<file path="src/hw/rtl/acpi_scan_pkg.sv">
// ============================================================================
// acpi_scan_pkg
// Shared types and constants for the ACPI I2C descriptor scanner.
// ============================================================================
package acpi_scan_pkg;

    // Window and field widths.
    localparam int C_WIN_DEPTH = 17;
    localparam int C_LEN_W     = 23;
    localparam int C_LEN16_W   = 16;

    // Descriptor header checks.
    localparam logic [7:0]         C_DESC_TAG        = 8'h8E;
    localparam logic [7:0]         C_BUS_TYPE_I2C    = 8'h01;
    localparam logic [C_LEN_W-1:0] C_MIN_OFFSET      = 23'd36;
    localparam logic [15:0]        C_MIN_PAYLOAD     = 16'd15;
    localparam logic [15:0]        C_MIN_TYPE_LEN    = 16'd6;
    localparam logic [7:0]         C_ADDR_LOW        = 8'h08;
    localparam logic [7:0]         C_ADDR_HIGH       = 8'h77;
    localparam logic [C_LEN_W-1:0] C_MAX_TABLE_BYTES = 23'd4194304;

    // Default depth of the result queue.
    localparam int C_QUEUE_DEPTH = 2;

    // One input beat.
    typedef struct packed {
        logic [7:0]         data_byte;
        logic [C_LEN_W-1:0] table_length;
        logic               first_byte;
        logic               last_byte;
    } t_item;

    // One result beat.
    typedef struct packed {
        logic       found;
        logic [6:0] slave_address;
    } t_result;

    // Result handed from the scanner to the queue.
    typedef struct packed {
        logic    valid;
        t_result result;
    } t_push;

endpackage

</file>
<file path="src/hw/rtl/acpi_scan_if.sv">
// ============================================================================
// acpi_scan_if
// Valid/ready stream channel carrying one payload beat per handshake.
// ============================================================================
interface acpi_scan_if #(
    parameter type t_payload = logic [7:0]
) ();
    logic     valid;
    logic     ready;
    t_payload payload;

    modport source (output valid, output payload, input ready);
    modport sink   (input valid, input payload, output ready);
endinterface

</file>
<file path="src/hw/rtl/acpi_scan_front.sv">
// ============================================================================
// acpi_scan_front
// Byte window, position counter and descriptor header checks. Classifies each
// accepted byte and hands at most one result to the queue.
// ============================================================================
module acpi_scan_front (
    input  logic                  i_clk,
    input  logic                  i_rst_n,
    input  logic                  i_valid,
    input  acpi_scan_pkg::t_item  i_item,
    output logic                  o_ready,
    input  logic                  i_space,
    output acpi_scan_pkg::t_push  o_push
);
    import acpi_scan_pkg::*;

    logic [7:0]         r_win [C_WIN_DEPTH];
    logic [7:0]         n_win [C_WIN_DEPTH];
    logic [C_LEN_W-1:0] r_pos, n_pos;
    logic               r_done, n_done;

    logic [7:0]         span [C_WIN_DEPTH+1];
    logic [C_LEN_W-1:0] pos_eff;
    logic               done_eff;
    logic               accept;
    logic [15:0]        payload_len;
    logic [15:0]        type_len;
    logic               len_ok, pos_ok, fit_ok, payload_ok, hdr_ok, addr_ok;
    logic               match;

    assign o_ready = i_space;
    assign accept  = i_valid & i_space;

    // A first byte sees a cleared window, position and done flag.
    always_comb begin
        pos_eff  = i_item.first_byte ? '0 : r_pos;
        done_eff = i_item.first_byte ? 1'b0 : r_done;
        for (int k = 0; k < C_WIN_DEPTH; k++) begin
            span[k] = i_item.first_byte ? 8'h00 : r_win[k];
        end
        span[C_WIN_DEPTH] = i_item.data_byte;
    end

    // Header checks on the span that starts 17 bytes back.
    always_comb begin
        payload_len = {span[2], span[1]};
        type_len    = {span[11], span[10]};
        len_ok      = (i_item.table_length >= C_MIN_OFFSET) &&
                      (i_item.table_length <= C_MAX_TABLE_BYTES);
        // Candidate offset is at least 36 and the span ends inside the table.
        pos_ok      = (pos_eff >= (C_MIN_OFFSET + C_LEN_W'(C_WIN_DEPTH))) &&
                      (pos_eff < i_item.table_length);
        // Payload end (offset + 3 + payload) must not pass the table length.
        fit_ok      = ({2'b00, pos_eff} + {9'd0, payload_len}) <=
                      ({2'b00, i_item.table_length} +
                       25'(C_WIN_DEPTH - 3));
        payload_ok  = (payload_len >= C_MIN_PAYLOAD) && fit_ok;
        hdr_ok      = (span[0] == C_DESC_TAG) && (span[5] == C_BUS_TYPE_I2C) &&
                      (type_len >= C_MIN_TYPE_LEN);
        addr_ok     = (span[17] == 8'h00) && (span[16] >= C_ADDR_LOW) &&
                      (span[16] <= C_ADDR_HIGH);
        match       = !done_eff && len_ok && pos_ok && payload_ok && hdr_ok &&
                      addr_ok;
    end

    // Result to the queue: a match, or not-found on the last byte.
    always_comb begin
        o_push.valid                = accept && (match ||
                                      (i_item.last_byte && !done_eff));
        o_push.result.found         = match;
        o_push.result.slave_address = match ? span[16][6:0] : 7'd0;
    end

    // Next window, position and done flag.
    always_comb begin
        for (int k = 0; k < C_WIN_DEPTH; k++) begin
            n_win[k] = r_win[k];
        end
        n_pos  = r_pos;
        n_done = r_done;
        if (accept) begin
            for (int k = 0; k < C_WIN_DEPTH; k++) begin
                n_win[k] = span[k+1];
            end
            n_pos  = (pos_eff == '1) ? pos_eff : pos_eff + 1'b1;
            n_done = done_eff | match | i_item.last_byte;
        end
    end

    always_ff @(posedge i_clk) begin
        if (!i_rst_n) begin
            for (int k = 0; k < C_WIN_DEPTH; k++) begin
                r_win[k] <= 8'h00;
            end
            r_pos  <= '0;
            r_done <= 1'b0;
        end else begin
            for (int k = 0; k < C_WIN_DEPTH; k++) begin
                r_win[k] <= n_win[k];
            end
            r_pos  <= n_pos;
            r_done <= n_done;
        end
    end

endmodule

</file>
<file path="src/hw/rtl/acpi_scan_queue.sv">
// ============================================================================
// acpi_scan_queue
// Small result queue between the scanner and the output channel. Its head
// drives the output beat directly from registers.
// ============================================================================
module acpi_scan_queue #(
    parameter int DEPTH = acpi_scan_pkg::C_QUEUE_DEPTH
) (
    input  logic                    i_clk,
    input  logic                    i_rst_n,
    input  acpi_scan_pkg::t_push    i_push,
    output logic                    o_space,
    output logic                    o_valid,
    output acpi_scan_pkg::t_result  o_result,
    input  logic                    i_ready
);
    import acpi_scan_pkg::*;

    localparam int PTR_W = (DEPTH > 1) ? $clog2(DEPTH) : 1;
    localparam int CNT_W = $clog2(DEPTH + 1);

    t_result          r_mem [DEPTH];
    logic [PTR_W-1:0] r_wr, n_wr;
    logic [PTR_W-1:0] r_rd, n_rd;
    logic [CNT_W-1:0] r_cnt, n_cnt;
    logic             pop;

    assign o_space  = (r_cnt != CNT_W'(DEPTH));
    assign o_valid  = (r_cnt != '0);
    assign o_result = r_mem[r_rd];
    assign pop      = o_valid & i_ready;

    // Pointer and fill count update.
    always_comb begin
        n_wr  = r_wr;
        n_rd  = r_rd;
        n_cnt = r_cnt;
        if (i_push.valid) begin
            n_wr = (r_wr == PTR_W'(DEPTH - 1)) ? '0 : r_wr + 1'b1;
        end
        if (pop) begin
            n_rd = (r_rd == PTR_W'(DEPTH - 1)) ? '0 : r_rd + 1'b1;
        end
        unique case ({i_push.valid, pop})
            2'b10:   n_cnt = r_cnt + 1'b1;
            2'b01:   n_cnt = r_cnt - 1'b1;
            default: n_cnt = r_cnt;
        endcase
    end

    always_ff @(posedge i_clk) begin
        if (!i_rst_n) begin
            r_wr  <= '0;
            r_rd  <= '0;
            r_cnt <= '0;
        end else begin
            r_wr  <= n_wr;
            r_rd  <= n_rd;
            r_cnt <= n_cnt;
        end
    end

    // Queue storage.
    always_ff @(posedge i_clk) begin
        if (i_push.valid) begin
            r_mem[r_wr] <= i_push.result;
        end
    end

endmodule

</file>
<file path="src/hw/rtl/acpi_i2c_descriptor_scanner_core.sv">
// ============================================================================
// acpi_i2c_descriptor_scanner_core
// Scans a streamed ACPI table for the first valid I2C serial-bus descriptor
// and reports its slave address, or not-found at the end of the table.
// ============================================================================
//
//  Channel  Dir  Beat contents
//  -------  ---  ------------------------------------------------------------
//  i_in     in   data_byte, table_length, first_byte, last_byte
//  o_out    out  found, slave_address
//
//  One byte is accepted per cycle; its result, if any, is registered in the
//  result queue and shown on o_out once earlier results are taken. The
//  header checks on the 18-byte window are combinational.
//  Reset clears the window, the position counter and the result queue.
//  i_in stalls only when the result queue is full, so a stalled o_out holds
//  back input after QUEUE_DEPTH pending results.
module acpi_i2c_descriptor_scanner_core #(
    parameter int QUEUE_DEPTH = acpi_scan_pkg::C_QUEUE_DEPTH
) (
    input  logic        i_clk,
    input  logic        i_rst_n,
    acpi_scan_if.sink   i_in,
    acpi_scan_if.source o_out
);
    import acpi_scan_pkg::*;

    t_push   push;
    logic    space;
    t_result head;

    // Scanner: window, position and checks.
    acpi_scan_front u_front (
        .i_clk   (i_clk),
        .i_rst_n (i_rst_n),
        .i_valid (i_in.valid),
        .i_item  (i_in.payload),
        .o_ready (i_in.ready),
        .i_space (space),
        .o_push  (push)
    );

    // Result queue feeding the output channel.
    acpi_scan_queue #(
        .DEPTH (QUEUE_DEPTH)
    ) u_queue (
        .i_clk    (i_clk),
        .i_rst_n  (i_rst_n),
        .i_push   (push),
        .o_space  (space),
        .o_valid  (o_out.valid),
        .o_result (head),
        .i_ready  (o_out.ready)
    );

    assign o_out.payload = head;

endmodule

</file>
<file path="src/flat_wrapper.sv">
// flat-port wrapper written by rule: the top's interface ports become plain ports
module acpi_i2c_descriptor_scanner_core_flat import acpi_scan_pkg::*;
#(
    parameter int QUEUE_DEPTH = acpi_scan_pkg::C_QUEUE_DEPTH
)
  (i_clk, i_rst_n, i_in_valid, i_in_payload, i_in_ready, o_out_valid, o_out_payload, o_out_ready);
  acpi_scan_if #(.t_payload(t_item)) i_in_i ();
  acpi_scan_if #(.t_payload(t_result)) o_out_i ();
  input  logic i_clk;
  input  logic i_rst_n;
  input wire logic [$bits(i_in_i.valid)-1:0] i_in_valid;
  input wire logic [$bits(i_in_i.payload)-1:0] i_in_payload;
  output wire logic [$bits(i_in_i.ready)-1:0] i_in_ready;
  output wire logic [$bits(o_out_i.valid)-1:0] o_out_valid;
  output wire logic [$bits(o_out_i.payload)-1:0] o_out_payload;
  input wire logic [$bits(o_out_i.ready)-1:0] o_out_ready;
  assign i_in_i.valid = i_in_valid;
  assign i_in_i.payload = i_in_payload;
  assign i_in_ready = i_in_i.ready;
  assign o_out_valid = o_out_i.valid;
  assign o_out_payload = o_out_i.payload;
  assign o_out_i.ready = o_out_ready;
  acpi_i2c_descriptor_scanner_core #(.QUEUE_DEPTH(QUEUE_DEPTH)) u_core (.i_clk(i_clk), .i_rst_n(i_rst_n), .i_in(i_in_i), .o_out(o_out_i));
endmodule
</file>
<file path="config.mk">
export PLATFORM = sky130hd
export DESIGN_NAME = acpi_i2c_descriptor_scanner_core_flat
export DESIGN_NICKNAME = d
export VERILOG_FILES = /design/src/hw/rtl/acpi_scan_pkg.sv /design/src/hw/rtl/acpi_scan_if.sv /design/src/hw/rtl/acpi_scan_front.sv /design/src/hw/rtl/acpi_scan_queue.sv /design/src/hw/rtl/acpi_i2c_descriptor_scanner_core.sv /design/src/flat_wrapper.sv
export SDC_FILE = /design/constraint.sdc
export NUM_CORES = 1
export LEC_CHECK = 0
export BUFFER_PORTS_ARGS = -buffer_cell sky130_fd_sc_hd__buf_2
export CORE_MARGIN = 5
export CORE_UTILIZATION = 35
export CTS_BUF_LIST = sky130_fd_sc_hd__clkbuf_16
export DETAILED_ROUTE_END_ITERATION = 10
export PLACE_DENSITY = 0.46
export SYNTH_ARGS = -nofsm -noshare
export SYNTH_HDL_FRONTEND = slang
export SYNTH_SLANG_ARGS = --single-unit
</file>
<file path="constraint.sdc">
create_clock -name i_clk -period 7.14 [get_ports i_clk]
set_input_delay 0.357 -clock i_clk [delete_from_list [all_inputs] [get_ports i_clk]]
set_output_delay 0.357 -clock i_clk [all_outputs]
set_load 0.03 [all_outputs]
</file>
## Yosys cells after proc, flatten, opt, wreduce, memory -nomap -nowiden

Memory sizes are Yosys's and may differ from the RTL's. A register that Yosys moved wholly into a read port is not among the register bits.
Cells that the tools add are included.

- Muxes and demuxes: 48
- Equality and inequality tests: 6
- $add $sub $neg: 7
- Bitwise logic cells: 21
- Magnitude comparators: 9
- Reductions and logical operators: 19

Operator list:

| operator | number |
|---|---|
| 2-to-1 mux 8 bit | 34 |
| 2-to-1 mux 136 bit | 1 |
| >= comparator 23 x 6 -> 1 bit (second input constant) | 2 |
| 2-to-1 mux 23 bit | 2 |
| adder 23 x 16 -> 24 bit | 1 |
| adder 23 x 4 -> 24 bit (second input constant) | 1 |
| less-or-equal comparator 24 bit | 1 |
| adder 23 x 1 -> 23 bit (second input constant) | 1 |
| == test 23 bit (second input constant) | 1 |
| less-or-equal comparator 23 bit (second input constant) | 1 |
| < comparator 23 bit | 1 |
| OR 1 bit | 19 |
| >= comparator 16 x 3 -> 1 bit (second input constant) | 1 |
| >= comparator 16 x 4 -> 1 bit (second input constant) | 1 |
| logical AND 1 bit | 14 |
| 2-to-1 mux 1 bit | 9 |
| == test 8 x 1 -> 1 bit (second input constant) | 1 |
| == test 8 bit (second input constant) | 1 |
| >= comparator 8 x 4 -> 1 bit (second input constant) | 1 |
| less-or-equal comparator 8 x 7 -> 1 bit (second input constant) | 1 |
| logical NOT 8 bit | 1 |
| 2-to-1 mux 7 bit | 1 |
| one-hot mux 2 bit (2 select lines) | 1 |
| nonzero test 2 bit | 2 |
| 9 further kinds | 11 |

- Logic and storage cells: 117
- RAM bits: 152
- Memories kept: 2
- Bits in registers: 28
- Input bits: 37

Memory list:

| name | depth | bits a word | rd ports | clocked after Yosys merged registers in | wr ports | line | text |
|---|---|---|---|---|---|---|---|
| u_core.u_front.r_win | 17 | 8 | 17 | 0 | 17 | acpi_scan_front.sv:17 | `logic [7:0] r_win [C_WIN_DEPTH];` |
| u_core.u_queue.r_mem | 2 | 8 | 1 | 1 | 1 | acpi_scan_queue.sv:22 | `t_result r_mem [DEPTH];` |

## Logic depth before layout (Yosys ltp)

An unclocked memory read counts as a cell.

- Depth after elaboration: 12
- Mapped depth: 27
- Depth with buffers taken out: 23

## Hierarchy

A second synthesis with hierarchy kept.

- Cells, all modules: 1223
- Area total of the unflattened synthesis: 10110.9 um2

By module, submodules not included:

| module | cells each | area each (um2) | sequential area each (um2) | instances |
|---|---|---|---|---|
| acpi_scan_front | 1175 | 9310.2 | 3203.1 | 1 |
| acpi_scan_queue | 48 | 800.8 | 580.6 | 1 |

## Least setup slack after synthesis

No wires, ideal clock.

- Kind: input to register
- From: in i_in_payload[1]
- To: reg u_core.u_queue.r_cnt[1]
- Data required time: 7.070 ns
- Slack: 1.334 ns
- Stages on the path: 25
- Setup time: 0.070 ns
- Arrival time: 5.735 ns
- Cells stage by stage: clkbuf_2 -> buf_2 -> clkbuf_1 -> clkbuf_1 -> nor2b_1 -> ha_1 -> ha_1 -> a221o_1 -> a31oi_4 -> o221ai_2 -> o41ai_2 -> a21oi_2 -> o41ai_4 -> nor2b_1 -> o32a_1 -> ha_1 -> nand4_1 -> or2_0 -> or4_1 -> o21ai_0 -> o2111a_1 -> o21ai_0 -> ha_1 -> or3_1 -> a21oi_1

- Cells in the longest elaborated chain, start to end: 11
- Elaborated cells on any way between the ends: 38
- Those cells by class: add/sub (1); order compare (7); eq/ne (4); mux (10); reduce/logical (16)

RTL lines:

| element | line | text |
|---|---|---|
| start, declared | flat_wrapper.sv:12 | `input wire logic [$bits(i_in_i.payload)-1:0] i_in_payload;` |
| 2-to-1 mux 23 bit, or another cell as far along | acpi_scan_front.sv:36 | `pos_eff = i_item.first_byte ? '0 : r_pos;` |
| adder 23 x 16 -> 24 bit, or another cell as far along | acpi_scan_front.sv:54 | `fit_ok = ({2'b00, pos_eff} + {9'd0, payload_len}) <=` |
| less-or-equal comparator 24 bit, or another cell as far along | acpi_scan_front.sv:54 |  |
| logical AND 1 bit, on equally long branches | acpi_scan_front.sv:57, acpi_scan_front.sv:62 |  |
| logical AND 1 bit (3 in series) | acpi_scan_front.sv:62 | `match = !done_eff && len_ok && pos_ok && payload_ok && hdr_ok &&` |
| logical OR 1 bit * | acpi_scan_front.sv:68 | `o_push.valid = accept && (match \|\|` |
| logical AND 1 bit * | acpi_scan_front.sv:68 |  |
| == test 2 x 1 -> 1 bit / == test 2 bit (equally long branches) | acpi_scan_queue.sv:44 | `unique case ({i_push.valid, pop})` |
| one-hot mux 2 bit (2 select lines) / nonzero test 2 bit (equally long branches) | - |  |
| end signal, assigned | acpi_scan_queue.sv:59 | `r_cnt <= n_cnt;` |
| end, declared | acpi_scan_queue.sv:25 | `logic [CNT_W-1:0] r_cnt, n_cnt;` |

Every way passes the cells marked *; elsewhere a longest branch is shown, timed or not.
A chain may end at the register's enable or synchronous reset.

## Worst setup path in the final report

Same ends and word-level chain as after synthesis.

==> impl_metrics.csv <==
group,metric,value,unit
status,status,"finished clean",
synth,ys_async_sr_fraction,0,
clock_network,holdBufCountCts,0,
die,ios,47,
layout,fin_area,10860,µm²
die,die_x,178.1,µm
synth,yosys-mux-area-fraction,0.01341,
die,start_util,0.3551,
power_and_ir_drop,switching_power,659.8,µW
synth,synth_edf_count,16,
worst_setup_path,critical_path_required,7.48,ns
sta,drv_slew,0,
clock_network,cts-buffers-inserted,17,
global_route,antenna_found_initial,0,
global_route,grt_use_total,0.1675,
power_and_ir_drop,power_frac_seq,0.472,
detailed_routing,vias_per_cell,5.163,
power_and_ir_drop,vdd_ir_drop_max,0.0001542,V
placed_design,place_area,10310,µm²
detailed_routing,dr.pass1.iters,5,
clock_network,clock_latency,0.42,ns
layout,final_nets,1300,
die,num_rows,61,
synth,syn_nets,1309,
power_and_ir_drop,cellLeakagePower,4.606,nW
die,die_area,31730,µm²
worst_setup_path,cp_data_arrival_time,6.29,ns
layout,area_growth,9.815,%
worst_setup_path,cpMostUsedCell,"ha_1",
global_route,use_met2,0.2800,
worst_setup_path,worstPathMaxFanout,29,
worst_setup_path,critPathBufInv,2,
synth,ys.warnings.count,0,
sta,setup_viol,0,
sta,setup_ws,1.194,ns
power_and_ir_drop,clkPwrFrac,0.392,
clock_network,h-tree-depth,4,
global_route,grt_pass1_vias,7907,
detailed_routing,routed-via-count,8250,
sta,hold_viol,0,
clock_network,cts_tree,"yes",
synth,yosys.cell_types.count,80,
synth,yosys.area_share.adder,0.07387,
worst_setup_path,critPathMaxStageDelay,0.52,ns
layout,drive_gt1_frac,0.09098,
worst_setup_path,crit_chain,"buf_2 -> buf_4 -> nor2_1 -> ha_1 -> a221o_1 -> a31oi_4 -> o221ai_2 -> o41ai_2 -> a21oi_2 -> o41ai_4 -> nor2b_1 -> o32a_1 -> ha_1 -> nand4_1 -> or2_0 -> or4_1 -> o21ai_0 -> o2111a_1 -> o21ai_0 -> ha_1 -> or3_1 -> a21oi_1",
worst_setup_path,crit_path_top_delay_cell,"or4_1",
synth,synth_xor_area_frac,0.05047,
synth,syn_avg_cell_area,8.135,µm²
global_route,grt_max_degree,98,
placed_design,port_buffers,46,
placed_design,place_hpwl,18510,µm
worst_setup_path,criticalPathCategory,"input pin to register",
synth,synth_seq_area_share,0.3825,
synth,synth_top_family_by_area,"simple AND/OR/NAND/NOR gates",
sta,rsz0062_at_grt,"false",
global_route,top_usage_layer,"met2",
synth,ys_ff_latch,181,
sta,post-route-period-util,0.8327,
detailed_routing,postRouteAntennaNets,0,
synth,synthSimpleGateAreaFrac,0.2755,
synth,synth_area,9892,µm²
global_route,grt_pass1_wl,42570,µm
synth,synth_ff_type,"dfxtp_1",
detailed_routing,drc,0,
detailed_routing,detailedRoute.firstIterationViolations,478,
placed_design,routabilityCongestion,0.8457,
sta,clock.fmax,168.2,MHz
clock_network,clk_pin_slew,0.07,ns
power_and_ir_drop,power.density,209.4,nW/µm²
worst_setup_path,crit_family,"compound AO/OA/AOI/OAI gates",
power_and_ir_drop,total_power,2.275,mW
global_route,use_met3,0.01886,
synth,synth_cells,1216,
detailed_routing,routedWlPerCell,16.57,µm
global_route,globalRouteMet1Util,0.2296,
clock_network,root_buffer,"clkbuf_16",
hold_path,worstHoldPathType,"input pin to register",
global_route,grt_remaining_overflow,0,
layout,insertedDiodeCount,0,
placed_design,place_ws,0.7943,ns
clock_network,cts.repair.resized,0,
sta,relSlewSlack,0.3112,
die,die_h,178.1,µm
clock_network,cts_buffer_depth,2,
power_and_ir_drop,power.internal,1.615,mW
synth,synth-compound-area-share,0.1548,
layout,final_core_util,0.3899,
power_and_ir_drop,power.share.combinational,0.137,
detailed_routing,wl,26480,µm
clock_network,postCtsSetupRepairBufs,0,
die,core-area,27860,µm²
worst_setup_path,crit_path_start_kind,"input pin",
power_and_ir_drop,netSwitchingFraction,0.2900,
sta,tightest_slew,1.033,ns
layout,nFillCells,2949,
sta,min_period,5.946,ns
job,maxCapViolations,0,
clock_network,clkSinkCount,181,
worst_setup_path,end_kind,"register",
sta,skew,0.01145,ns
sta,setup-tns-final,0,ns
## power by group through the flow
stage / Sequential (mW) / Combinational [mW] / Clock (mW)
global route: 1.08 / 0.345 / 0.958
finish: 1.07 / 0.311 / 0.891
CTS: 1.07 / 0.316 / 0.921
global placement: 1.10 / 0.317 / 0
detailed placement: 1.10 / 0.315 / 0
floorplan: 1.08 / 0.234 / 0
## logic make-up after synthesis
logic type               after synthesis
adder cells (fa/ha/maj)               59
flip-flops                           181
buffers and inverters                116
multiplexers                          12
XOR/XNOR                              57
AND/OR/NAND/NOR                      542
AO/OA/AOI/OAI                        249
## synth_stat cells, types with 14 or more instances
cell type,count,share of area
and3_1,97,0.061
o21ai_0,15,0.0076
ha_1,56,0.071
xor2_1,14,0.012
a21o_1,15,0.011
nor2b_1,33,0.021
xnor2_1,43,0.038
nor4_1,23,0.015
nand2_1,114,0.043
and2_1,19,0.012
clkbuf_1,61,0.023
a21oi_1,163,0.082
nand3_1,40,0.020
nor2_1,141,0.054
nand4_1,20,0.013
edfxtp_1,16,0.049
dfxtp_1,165,0.33
nor3_1,16,0.0081
inv_1,32,0.012
## through the flow
step / hold slack (ns) / instances
floorplan: 0.4271 / 1216
global placement: 0.4354 / 1566
detailed placement: 0.4416 / 1566
CTS: 0.1654 / 1598
global route: 0.1800 / 1598
finish: 0.1875 / 1598
## layout by cell type (no fill, tap or decap), types with 4 or more instances in the layout
master,count
dfxtp_1,165
a21oi_1,163
nor2_1,141
nand2_1,113
and3_1,97
ha_1,56
buf_2,46
xnor2_1,43
nand3_1,40
inv_1,34
nor2b_1,33
nor4_1,23
nand4_1,20
and2_1,18
clkbuf_16,17
nor3_1,16
edfxtp_1,16
o21ai_0,15
a21o_1,15
xor2_1,14
mux2_2,9
nand2b_1,8
buf_4,8
a211oi_1,6
o21a_1,6
or4_1,5
a31oi_1,4
a2111oi_0,4
or3_1,4
clkinvlp_4,4
## area by class of cell
| class | count | area, µm² | share of cell area |
|---|---|---|---|
| Multi-Input combinational cell | 919 | 5629 | 0.5182 |
| Sequential cell | 181 | 3784 | 0.3483 |
| Tap cell | 378 | 473.0 | 0.04354 |
| Clock buffer | 17 | 425.4 | 0.03916 |
| Timing Repair Buffer | 54 | 290.3 | 0.02672 |
| Inverter | 34 | 131.4 | 0.01209 |
| Clock inverter | 15 | 130.1 | 0.01198 |
## worst reg2reg max path, delay by kind of cell, from the launching register on
family / cells / cell delay (ns)
AO/OA/AOI/OAI: 11 / 2.79
XOR/XNOR: 1 / 0.16
adder cells (fa/ha/maj): 3 / 0.93
flip-flops: 1 / 0.52
AND/OR/NAND/NOR: 6 / 1.43
## worst paths after layout
kind | startpoint | end | slack, ns | cells after the start
max | i_in_payload[1] | u_core.u_queue.r_cnt[1]$_SDFFE_PN0P_ | 1.19 | 22
min | i_in_payload[30] | u_core.u_front.r_win[0][133]$_SDFFE_PN0P_ | 0.19 | 3
max reg2reg | u_core.u_front.r_win[0][9]$_SDFFE_PN0P_ | u_core.u_queue.r_cnt[1]$_SDFFE_PN0P_ | 1.23 | 21
min reg2reg | u_core.u_front.r_win[0][33]$_SDFFE_PN0P_ | u_core.u_front.r_win[0][33]$_SDFFE_PN0P_ | 0.45 | 2
## state kept, by name, indices dropped and copies added (netlist names), named ones only
signal	flops
u_core.u_front.r_win	136
u_core.u_front.r_pos	23
u_core.u_queue.r_mem	16
u_core.u_queue.r_cnt	2
u_core.u_front.r_done	1
u_core.u_queue.r_rd	1
u_core.u_queue.r_wr	1
## metal layers
layer  share of wire  wire length [µm]  vias to the layer above
met3           0.024               638                       18
met5               0                 0                        -
met2            0.47             12500                       96
met1            0.49             12930                     3892
met4           0.016               412                        0
li1                -                 -                     4244
Note: power is estimated with default switching activity, not from simulation.
